$ cat config.mk
export PLATFORM = sky130hd
export DESIGN_NAME = baro_sensor_sequencer_compensator
export DESIGN_NICKNAME = d
export VERILOG_FILES = /design/src/hdl/bsc_pkg.sv /design/src/hdl/bsc_mul.sv /design/src/hdl/bsc_comp.sv /design/src/hdl/baro_sensor_sequencer_compensator.sv
export VERILOG_INCLUDE_DIRS = /design/src /design/src/hdl
export SDC_FILE = /design/constraint.sdc
export NUM_CORES = 2
export LEC_CHECK = 0
export CORE_MARGIN = 4
export CORE_UTILIZATION = 25
export DETAILED_ROUTE_END_ITERATION = 16
export DONT_BUFFER_PORTS = 1
export SLEW_MARGIN = 20
export SYNTH_ARGS = -nofsm -noshare
export SYNTH_HDL_FRONTEND = slang
export SYNTH_SLANG_ARGS = --single-unit
export TNS_END_PERCENT = 30
$ cat constraint.sdc
create_clock -name clk -period 10 [get_ports clk]
set_input_delay 0.5 -clock clk [delete_from_list [all_inputs] [get_ports clk]]
set_output_delay 0.5 -clock clk [all_outputs]
set_load 0.01 [all_outputs]
$ cat src/hdl/assert_macros.svh
// ----------------------------------------------------------------------------
// Assertion macros shared by the barometer compensator RTL
// Each macro expects clk and rst_n to be in scope at the point of use.
// ----------------------------------------------------------------------------
`ifndef ASSERT_MACROS_SVH
`define ASSERT_MACROS_SVH

// Same-cycle implication, disabled while reset is held.
`define BSC_ASSERT_IMP(label, ante, cons) \
  label: assert property (@(posedge clk) disable iff (!rst_n) (ante) |-> (cons)) \
    else $error("bsc assertion failed");

// Next-cycle implication, disabled while reset is held.
`define BSC_ASSERT_NXT(label, ante, cons) \
  label: assert property (@(posedge clk) disable iff (!rst_n) (ante) |=> (cons)) \
    else $error("bsc assertion failed");

`endif

$ cat src/hdl/bsc_pkg.sv
// ----------------------------------------------------------------------------
// bsc_pkg
// Types and constants shared by the barometer sequencer and compensator.
// ----------------------------------------------------------------------------
`default_nettype none

package bsc_pkg;

  localparam int IN_W  = 56;   // now_ms (32) + adc_word (24)
  localparam int OUT_W = 48;   // 46 bits of fields, padded to six bytes

  localparam logic [31:0] CONV_WAIT_MS = 32'd9;
  localparam logic [18:0] TEMP_BASE    = 19'sd2000;

  localparam logic [15:0] TEMP_PERIOD_RST  = 16'd1000;
  localparam logic [15:0] PRESS_PERIOD_RST = 16'd20;

  typedef enum logic [1:0] {
    CMD_NONE  = 2'd0,
    CMD_TEMP  = 2'd1,
    CMD_PRESS = 2'd2
  } cmd_t;

  typedef enum logic [2:0] {
    REG_SENS      = 3'd0,
    REG_OFF       = 3'd1,
    REG_TCS       = 3'd2,
    REG_TCO       = 3'd3,
    REG_TREF      = 3'd4,
    REG_TEMPSENS  = 3'd5,
    REG_TEMP_PER  = 3'd6,
    REG_PRESS_PER = 3'd7
  } reg_idx_t;

  typedef struct packed {
    logic [15:0] sens;
    logic [15:0] off;
    logic [15:0] tcs;
    logic [15:0] tco;
    logic [15:0] tref;
    logic [15:0] tempsens;
  } coef_t;

  // Handshake between the sequencer and the compensation unit.
  typedef struct packed {
    logic busy;
    logic done;
  } comp_stat_t;

endpackage

`default_nettype wire

$ cat src/hdl/bsc_mul.sv
// ----------------------------------------------------------------------------
// bsc_mul
// Shared signed 25 x 18 multiplier with a registered product.
// ----------------------------------------------------------------------------
`default_nettype none

module bsc_mul (
  input  wire logic               clk,
  input  wire logic signed [24:0] a,
  input  wire logic signed [17:0] b,
  output logic signed [42:0]      prod_r
);

  always_ff @(posedge clk) begin
    prod_r <= 43'(a) * 43'(b);
  end

endmodule

`default_nettype wire

$ cat src/hdl/bsc_comp.sv
// ----------------------------------------------------------------------------
// bsc_comp
// First-order compensation, one product per cycle through a shared multiplier.
// ----------------------------------------------------------------------------
`default_nettype none
`include "assert_macros.svh"

module bsc_comp (
  input  wire logic                 clk,
  input  wire logic                 rst_n,
  input  wire logic                 start,
  input  wire bsc_pkg::coef_t       coef,
  input  wire logic [23:0]          raw_temp,
  input  wire logic [23:0]          raw_press,
  output bsc_pkg::comp_stat_t       stat,
  output logic signed [18:0]        temp_r,
  output logic signed [22:0]        press_r
);

  typedef enum logic [3:0] {
    S_IDLE, S_DT, S_MT, S_MO, S_MS, S_SENS, S_MH, S_ML, S_ACC, S_Q, S_P
  } state_t;

  localparam logic [18:0] TEMP_BASE_S = bsc_pkg::TEMP_BASE;

  state_t             state_r, state_nxt;
  logic               done_r, done_nxt;
  logic signed [18:0] temp_nxt;
  logic signed [22:0] press_nxt;

  logic signed [24:0] dt_r, dt_nxt;
  logic signed [34:0] off_r, off_nxt;
  logic signed [33:0] sens_r, sens_nxt;
  logic signed [57:0] acc_r, acc_nxt;
  logic signed [37:0] q_r, q_nxt;

  logic signed [24:0] mul_a;
  logic signed [17:0] mul_b;
  logic signed [42:0] prod_r;

  logic signed [42:0] prod_div;
  logic signed [57:0] prod_ext;
  logic signed [57:0] acc_div;
  logic signed [37:0] q_div;
  logic signed [24:0] press_ext;

  bsc_mul u_mul (
    .clk    (clk),
    .a      (mul_a),
    .b      (mul_b),
    .prod_r (prod_r)
  );

  assign press_ext = $signed({1'b0, raw_press});
  assign prod_ext  = {{15{prod_r[42]}}, prod_r};

  // Operand selection for the shared multiplier.
  always_comb begin
    mul_a = dt_r;
    mul_b = $signed({2'b00, coef.tempsens});
    case (state_r)
      S_MT:    mul_b = $signed({2'b00, coef.tempsens});
      S_MO:    mul_b = $signed({2'b00, coef.tco});
      S_MS:    mul_b = $signed({2'b00, coef.tcs});
      S_MH: begin
        // Upper SENS bits, sign-extended: SENS may be negative.
        mul_a = press_ext;
        mul_b = $signed({sens_r[33], sens_r[33:17]});
      end
      S_ML: begin
        mul_a = press_ext;
        mul_b = $signed({1'b0, sens_r[16:0]});
      end
      default: mul_b = $signed({2'b00, coef.tempsens});
    endcase
  end

  always_comb begin
    state_nxt = state_r;
    done_nxt  = 1'b0;
    temp_nxt  = temp_r;
    press_nxt = press_r;
    dt_nxt    = dt_r;
    off_nxt   = off_r;
    sens_nxt  = sens_r;
    acc_nxt   = acc_r;
    q_nxt     = q_r;
    prod_div  = '0;
    acc_div   = '0;
    q_div     = '0;
    case (state_r)
      S_IDLE: begin
        if (start) begin
          state_nxt = S_DT;
        end
      end
      S_DT: begin
        dt_nxt    = $signed({1'b0, raw_temp}) - $signed({1'b0, coef.tref, 8'h00});
        state_nxt = S_MT;
      end
      S_MT: begin
        state_nxt = S_MO;
      end
      S_MO: begin
        // dT * C6 / 2^23, rounded toward zero.
        prod_div  = (prod_r + (prod_r[42] ? 43'sd8388607 : 43'sd0)) >>> 23;
        temp_nxt  = $signed(TEMP_BASE_S) + prod_div[18:0];
        state_nxt = S_MS;
      end
      S_MS: begin
        prod_div  = (prod_r + (prod_r[42] ? 43'sd127 : 43'sd0)) >>> 7;
        off_nxt   = $signed({3'b000, coef.off, 16'h0000}) + prod_div[34:0];
        state_nxt = S_SENS;
      end
      S_SENS: begin
        prod_div  = (prod_r + (prod_r[42] ? 43'sd255 : 43'sd0)) >>> 8;
        sens_nxt  = $signed({3'b000, coef.sens, 15'h0000}) + prod_div[33:0];
        state_nxt = S_MH;
      end
      S_MH: begin
        state_nxt = S_ML;
      end
      S_ML: begin
        // Upper partial product carries the weight of the low 17 SENS bits.
        acc_nxt   = prod_ext <<< 17;
        state_nxt = S_ACC;
      end
      S_ACC: begin
        acc_nxt   = acc_r + prod_ext;
        state_nxt = S_Q;
      end
      S_Q: begin
        acc_div   = (acc_r + (acc_r[57] ? 58'sd2097151 : 58'sd0)) >>> 21;
        q_nxt     = acc_div[37:0] - {{3{off_r[34]}}, off_r};
        state_nxt = S_P;
      end
      S_P: begin
        q_div     = (q_r + (q_r[37] ? 38'sd32767 : 38'sd0)) >>> 15;
        press_nxt = q_div[22:0];
        done_nxt  = 1'b1;
        state_nxt = S_IDLE;
      end
      default: state_nxt = S_IDLE;
    endcase
  end

  always_ff @(posedge clk) begin
    if (!rst_n) begin
      state_r <= S_IDLE;
      done_r  <= 1'b0;
      temp_r  <= '0;
      press_r <= '0;
    end else begin
      state_r <= state_nxt;
      done_r  <= done_nxt;
      temp_r  <= temp_nxt;
      press_r <= press_nxt;
    end
  end

  always_ff @(posedge clk) begin
    dt_r   <= dt_nxt;
    off_r  <= off_nxt;
    sens_r <= sens_nxt;
    acc_r  <= acc_nxt;
    q_r    <= q_nxt;
  end

  assign stat.busy = (state_r != S_IDLE);
  assign stat.done = done_r;

  `BSC_ASSERT_IMP(a_start_when_idle, start, state_r == S_IDLE)
  `BSC_ASSERT_NXT(a_done_returns_idle, state_r == S_P, done_r && state_r == S_IDLE)
  `BSC_ASSERT_IMP(a_done_not_busy, done_r, state_r == S_IDLE)

endmodule

`default_nettype wire

$ cat src/hdl/baro_sensor_sequencer_compensator.sv
// ----------------------------------------------------------------------------
// baro_sensor_sequencer_compensator
// Conversion scheduler and first-order pressure/temperature compensation.
// ----------------------------------------------------------------------------
//
//  Channel  Direction  Beat contents (lowest bit first)
//  in_      slave      now_ms[31:0], adc_word[55:32]
//  out_     master     command[1:0], adc_taken[2], temperature[21:3],
//                      pressure[44:22], data_ready[45], zero pad[47:46]
//  cfg_     write      cfg_index selects one of eight 16-bit registers
//
//  A beat that does not take the ADC word produces its result in the cycle
//  after acceptance. A beat that takes the ADC word runs the compensation
//  unit through states S_DT to S_P and its shared 25 x 18 multiplier; the
//  result goes via done_r to the output register; in_tready is low till then.
//  Reset is synchronous and active low and needs no clearing pass.
//  A stalled result holds in the output register; a new beat is taken while
//  that register drains in the same cycle.
//
// ----------------------------------------------------------------------------
`default_nettype none
`include "assert_macros.svh"

module baro_sensor_sequencer_compensator (
  input  wire logic                      clk,
  input  wire logic                      rst_n,
  // now_ms[31:0], adc_word[55:32]
  input  wire logic [bsc_pkg::IN_W-1:0]  in_tdata,
  input  wire logic                      in_tvalid,
  output logic                           in_tready,
  // command[1:0], adc_taken[2], temperature[21:3], pressure[44:22],
  // data_ready[45], zero[47:46]
  output logic [bsc_pkg::OUT_W-1:0]      out_tdata,
  output logic                           out_tvalid,
  input  wire logic                      out_tready,
  input  wire logic                      cfg_wr_en,
  input  wire logic [2:0]                cfg_index,
  input  wire logic [15:0]               cfg_data
);

  // Configuration registers.
  bsc_pkg::coef_t coef_r;
  logic [15:0]    temp_per_r;
  logic [15:0]    press_per_r;

  // Sequencer state.
  logic [31:0] last_temp_r, last_temp_nxt;
  logic [31:0] last_press_r, last_press_nxt;
  logic [31:0] last_cmd_r, last_cmd_nxt;
  logic        conv_pend_r, conv_pend_nxt;
  logic        press_pend_r, press_pend_nxt;
  logic [23:0] raw_temp_r, raw_temp_nxt;
  logic [23:0] raw_press_r, raw_press_nxt;
  logic        ready_r, ready_nxt;
  logic        wait_r, wait_nxt;

  // Output register.
  logic                     out_valid_r, out_valid_nxt;
  logic [bsc_pkg::OUT_W-1:0] out_data_r, out_data_nxt;

  logic [31:0]          now_ms;
  logic [23:0]          adc_word;
  logic                 in_fire;
  logic                 take;
  bsc_pkg::cmd_t        cmd;
  logic [31:0]          since_temp, since_press, since_cmd;
  logic                 comp_start;
  bsc_pkg::comp_stat_t  comp_stat;
  logic signed [18:0]   temp_val;
  logic signed [22:0]   press_val;

  assign now_ms   = in_tdata[31:0];
  assign adc_word = in_tdata[55:32];

  // A new beat needs the compensation unit idle, no result pending and the output
  // register free or emptying this cycle.
  assign in_tready = !wait_r && !comp_stat.busy && (!out_valid_r || out_tready);
  assign in_fire   = in_tvalid && in_tready;

  assign since_temp  = now_ms - last_temp_r;
  assign since_press = now_ms - last_press_r;
  assign since_cmd   = now_ms - last_cmd_r;

  // A fresh command cannot be read in the same beat, so a read only follows
  // a conversion that was already pending.
  assign take = conv_pend_r && (since_cmd > bsc_pkg::CONV_WAIT_MS);

  always_comb begin
    cmd = bsc_pkg::CMD_NONE;
    if (!conv_pend_r) begin
      if (since_temp > {16'h0000, temp_per_r}) begin
        cmd = bsc_pkg::CMD_TEMP;
      end else if (since_press > {16'h0000, press_per_r}) begin
        cmd = bsc_pkg::CMD_PRESS;
      end
    end
  end

  always_comb begin
    last_temp_nxt  = last_temp_r;
    last_press_nxt = last_press_r;
    last_cmd_nxt   = last_cmd_r;
    conv_pend_nxt  = conv_pend_r;
    press_pend_nxt = press_pend_r;
    raw_temp_nxt   = raw_temp_r;
    raw_press_nxt  = raw_press_r;
    ready_nxt      = ready_r;
    wait_nxt       = wait_r;
    comp_start     = 1'b0;
    out_valid_nxt  = out_valid_r && !out_tready;
    out_data_nxt   = out_data_r;

    if (in_fire) begin
      if (cmd != bsc_pkg::CMD_NONE) begin
        conv_pend_nxt  = 1'b1;
        press_pend_nxt = (cmd == bsc_pkg::CMD_PRESS);
        ready_nxt      = 1'b0;
        last_cmd_nxt   = now_ms;
      end
      if (take) begin
        if (press_pend_r) begin
          raw_press_nxt  = adc_word;
          last_press_nxt = now_ms;
        end else begin
          raw_temp_nxt  = adc_word;
          last_temp_nxt = now_ms;
        end
        conv_pend_nxt = 1'b0;
        comp_start    = 1'b1;
        wait_nxt      = 1'b1;
      end else begin
        out_valid_nxt = 1'b1;
        out_data_nxt  = {2'b00, ready_nxt, press_val, temp_val, 1'b0, cmd};
      end
    end

    // The compensated result closes a beat that took the ADC word.
    if (comp_stat.done) begin
      ready_nxt     = 1'b1;
      wait_nxt      = 1'b0;
      out_valid_nxt = 1'b1;
      out_data_nxt  = {2'b00, 1'b1, press_val, temp_val, 1'b1, bsc_pkg::CMD_NONE};
    end
  end

  always_ff @(posedge clk) begin
    if (!rst_n) begin
      coef_r       <= '0;
      temp_per_r   <= bsc_pkg::TEMP_PERIOD_RST;
      press_per_r  <= bsc_pkg::PRESS_PERIOD_RST;
      last_temp_r  <= '0;
      last_press_r <= '0;
      last_cmd_r   <= '0;
      conv_pend_r  <= 1'b0;
      press_pend_r <= 1'b0;
      raw_temp_r   <= '0;
      raw_press_r  <= '0;
      ready_r      <= 1'b0;
      wait_r       <= 1'b0;
      out_valid_r  <= 1'b0;
    end else begin
      if (cfg_wr_en) begin
        case (bsc_pkg::reg_idx_t'(cfg_index))
          bsc_pkg::REG_SENS:      coef_r.sens     <= cfg_data;
          bsc_pkg::REG_OFF:       coef_r.off      <= cfg_data;
          bsc_pkg::REG_TCS:       coef_r.tcs      <= cfg_data;
          bsc_pkg::REG_TCO:       coef_r.tco      <= cfg_data;
          bsc_pkg::REG_TREF:      coef_r.tref     <= cfg_data;
          bsc_pkg::REG_TEMPSENS:  coef_r.tempsens <= cfg_data;
          bsc_pkg::REG_TEMP_PER:  temp_per_r      <= cfg_data;
          bsc_pkg::REG_PRESS_PER: press_per_r     <= cfg_data;
          default:                temp_per_r      <= temp_per_r;
        endcase
      end
      last_temp_r  <= last_temp_nxt;
      last_press_r <= last_press_nxt;
      last_cmd_r   <= last_cmd_nxt;
      conv_pend_r  <= conv_pend_nxt;
      press_pend_r <= press_pend_nxt;
      raw_temp_r   <= raw_temp_nxt;
      raw_press_r  <= raw_press_nxt;
      ready_r      <= ready_nxt;
      wait_r       <= wait_nxt;
      out_valid_r  <= out_valid_nxt;
    end
  end

  always_ff @(posedge clk) begin
    out_data_r <= out_data_nxt;
  end

  bsc_comp u_comp (
    .clk       (clk),
    .rst_n     (rst_n),
    .start     (comp_start),
    .coef      (coef_r),
    .raw_temp  (raw_temp_nxt),
    .raw_press (raw_press_nxt),
    .stat      (comp_stat),
    .temp_r    (temp_val),
    .press_r   (press_val)
  );

  assign out_tvalid = out_valid_r;
  assign out_tdata  = out_data_r;

  `BSC_ASSERT_IMP(a_done_finds_output_free, comp_stat.done, !out_valid_r && wait_r)
  `BSC_ASSERT_IMP(a_no_accept_while_computing, in_fire, !comp_stat.busy && !wait_r)
  `BSC_ASSERT_IMP(a_taken_has_no_command, out_valid_r && out_data_r[2],
                  out_data_r[1:0] == bsc_pkg::CMD_NONE && out_data_r[45])

endmodule

`default_nettype wire

==> results.sh <==
export IMPL_status="completed"
export IMPL_syn_avg_cell_area_um2=8.54
export IMPL_cpMaxStageDelayCell="or4_4"
export IMPL_r2r_setup_slack_ns=0.20
export IMPL_grt_max_degree=116
export IMPL_worstPathRequired_ns=10.59
export IMPL_ys_ff_latch=603
export IMPL_fin_ws_ns=0.201
export IMPL_setup_viol=0
export IMPL_clock_root_buffer="clkbuf_16"
export IMPL_ys_warn_count=0
export IMPL_syn_inst=6455
export IMPL_fmax_ghz=0.102
export IMPL_syn_area_mm2=0.0551
export IMPL_maxCapViolations=0
export IMPL_cp_arrival_ns=10.38
export IMPL_gp_congestion=0.928
export IMPL_min_delay_start="in_tdata[0]"
export IMPL_seq_area_frac_synth_pct=26.1
export IMPL_slew_headroom_pct=25.6
export IMPL_grt_pass1_wl_mm=283
export IMPL_fin_worst_skew_ns=0.0924
export IMPL_vias=47000
export IMPL_rows=172
export IMPL_power_per_cell_area_mw_per_mm2=175
export IMPL_die_y_um=478
export IMPL_ys_types=91
export IMPL_area_growth_pct=16.3
export IMPL_numCtsBuffers=74
export IMPL_grt_antenna_before_repair=9
export IMPL_die_area_mm2=0.228
export IMPL_ff2ff_path_depth=38
export IMPL_worst_hold_path_endpoint="last_press_r[0]"
export IMPL_viasPerCell=4.94
export IMPL_post_place_ws_ns=-0.472
export IMPL_setup_tns_ns=0
export IMPL_tightest_slew_ns=1.09
export IMPL_drtPass1Iterations=7
export IMPL_finalCriticalPeriod_ns=9.80
export IMPL_period_share_pct=98.0
export IMPL_drc_errors=0
export IMPL_critPathMaxFanout=5
export IMPL_fp_dieW_um=478
export IMPL_antenna_left=0
export IMPL_leakagePower_nw=27.2
export IMPL_clk_pin_slew_ns=0.06
export IMPL_synth_edf_count=232
export IMPL_grt_pass1_vias=47100
export IMPL_timing_rr_end="u_comp.u_mul.prod_r[39]"
export IMPL_path_class="flop to flop"
export IMPL_clk_path_buf_depth=3
export IMPL_overflow=0
export IMPL_slew_violations=0
export IMPL_post_dp_hpwl_mm=138
export IMPL_min_path_type="primary input to flop"
export IMPL_layout_drive_gt1_share_pct=9.96
export IMPL_h_tree_depth=3
export IMPL_async_reset_ff_share_pct=0
export IMPL_wl_per_cell_um=19.4
export IMPL_finalHoldViolations=0
export IMPL_nNetsFinal=7547
export IMPL_cts_num_sinks=603
export IMPL_tritoncts="done"
export IMPL_synth_flop_cell="dfxtp_1"
export IMPL_clock_latency_ns=0.72
export IMPL_end_kind="flop"
export IMPL_pin_count=130
export IMPL_rr_startpoint="last_cmd_r[0]"
export IMPL_ir_drop_v=0.000150
export IMPL_io_buffers=0
export IMPL_wl_mm=185
export IMPL_grt_use_total_pct=15.7
export IMPL_slowest_delay_ns=0.67
export IMPL_rsz0062_at_grt="true"
export IMPL_holdPathStages=2
export IMPL_critPathLaunchType="flop"
export IMPL_start_util_pct=25.1
export IMPL_core_region_area_mm2=0.220
export IMPL_drt_iter0_markers=3583
-- registers in the layout, indices dropped and copies added (netlist names), 23 cells and up --
register,flops
u_comp.u_mul.prod_r,43
u_comp.q_r,38
raw_temp_r,24
last_press_r,32
u_comp.dt_r,25
out_tdata,46
coef_r,96
u_comp.sens_r,34
u_comp.press_r,23
last_cmd_r,32
last_temp_r,32
raw_press_r,24
u_comp.acc_r,58
u_comp.off_r,35
-- Yosys cell counts (all sizes together), types with 11 or more instances --
cell,number,area (µm²)
nor2b,39,244
xor2,125,1090
o21ai,198,995
and3,99,619
a2111oi,17,168
a31o,29,254
o21bai,43,323
or3,17,106
dfxtp,371,7430
fa,449,8990
a211o,12,105
o21a,42,315
nor2,422,1580
nor4,17,106
edfxtp,232,6970
and2,134,838
nor3,67,335
buf,62,355
a221oi,19,166
or2,20,125
inv,784,2940
xnor2,237,2080
mux2i,53,531
ha,431,5390
o2111ai,15,131
nand3,105,526
a31oi,62,394
a221o,21,210
a21o,128,961
o31ai,11,96.3
a2bb2oi,32,280
nand4,67,419
a211oi,51,388
nor3b,17,133
mux2,26,293
and4,14,123
a22oi,20,150
a21oi,482,2420
nand2,1011,3790
nand2b,45,282
o311ai,33,289
o211ai,37,278
clkbuf,252,963
-- timing repair --
action                                 in CTS  in global routing
setup endpoints to repair                   4                 11
pin swaps                                   1                123
hold buffers                               69                  0
setup buffers                               0                 24
gates resized for setup                     5                160
endpoints found under the hold margin     256                  0
gates cloned                                0                  5
-- stage by stage --
step	hold WS [ns]	std cells	instance area (µm²)	util, %	total power, mW
floorplan	0.427	6456	55100	-	6.47
global placement	0.439	9284	59700	27.2	7.93
detailed placement	0.443	9284	59700	27.2	7.97
CTS	0.00215	9491	63200	28.8	11.1
global route	0.0198	9522	64100	29.2	11.9
finish	0.0290	9523	64100	29.2	11.2
-- layout make-up --
cell class | instances | area (µm²)
inverters | 784 | 2950
flip-flops and latches | 603 | 14400
repair buffers | 368 | 3170
clock buffers | 101 | 2140
well taps | 2871 | 3590
multi-input cells | 4756 | 37300
fillers | 23000 | 155000
diodes | 3 | 7.51
clock inverters | 37 | 591
-- worst max-delay path by stage --
stage / slack, ns / cells after the start / startpoint / to
after CTS: 0.05 / 38 / last_cmd_r[0] / u_comp.u_mul.prod_r[39]
after global routing: -0.09 / 43 / last_cmd_r[0] / u_comp.u_mul.prod_r[42]
after detailed placement: -0.47 / 38 / in_tdata[0] / u_comp.u_mul.prod_r[39]
after floorplan: 0.46 / 36 / in_tdata[0] / u_comp.u_mul.prod_r[39]
final: 0.20 / 38 / last_cmd_r[0] / u_comp.u_mul.prod_r[39]
after global placement: -0.30 / 38 / in_tdata[0] / u_comp.u_mul.prod_r[39]
-- logic make-up after synthesis --
logic type / after synthesis / synth area share [%]
compound gates: 1331 / 15.7
xor+xnor: 362 / 5.75
simple gates: 2100 / 17.2
mux: 79 / 1.49
other cells: 2 / 0.0136
fa+ha+maj: 880 / 26.1
buf+inv: 1098 / 7.73
flops: 603 / 26.1
-- placed cells by master (no fill, tap or decap), drive strengths merged, types with 21 or more instances in the layout --
cell / synthesis / routed
o21a: 42 / 42
and2: 134 / 134
dfxtp: 371 / 371
a221o: 21 / 21
nand4: 67 / 67
o211ai: 37 / 37
buf: 62 / 297
o21bai: 43 / 43
xnor2: 237 / 237
a2bb2oi: 32 / 32
fa: 449 / 449
mux2: 26 / 26
a31o: 29 / 29
nor2b: 39 / 39
nor3: 67 / 67
nor2: 422 / 422
edfxtp: 232 / 232
o311ai: 33 / 33
inv: 784 / 787
nand2b: 45 / 45
a211oi: 51 / 51
and3: 99 / 99
a31oi: 62 / 62
dlygate4sd3: 0 / 67
o21ai: 198 / 198
nand3: 105 / 105
a21o: 128 / 128
mux2i: 53 / 53
ha: 431 / 431
nand2: 1011 / 1012
xor2: 125 / 125
a21oi: 482 / 482
clkbuf: 252 / 105
-- critical path, delay by kind of cell, from the launching register on --
kind,cells,cell delay (ns)
DFF,1,0.34
and+or+nand+nor,6,1.36
xor gates and xnor gates,2,0.28
AOI/OAI and AO/OA,11,2.88
buffers and inverters,10,1.00
adders and majority gates,9,3.83
-- report_power, final --
part	switching, mW	leakage [nW]	internal (mW)	total (mW)
clock network	1.24	1.31	1.76	3.00
logic	2.84	20.8	2.05	4.90
registers	0.407	5.13	2.94	3.34
-- metal layers --
metal	up-vias	part of all wire [%]	GRT usage (%)
met5	-	0.0070	0
met1	23200	43	20.2
li1	22000	-	-
met3	393	5.7	2.04
met2	1489	47	26.7
met4	2	4.2	6.12
Power figures use the tool's default switching activity.
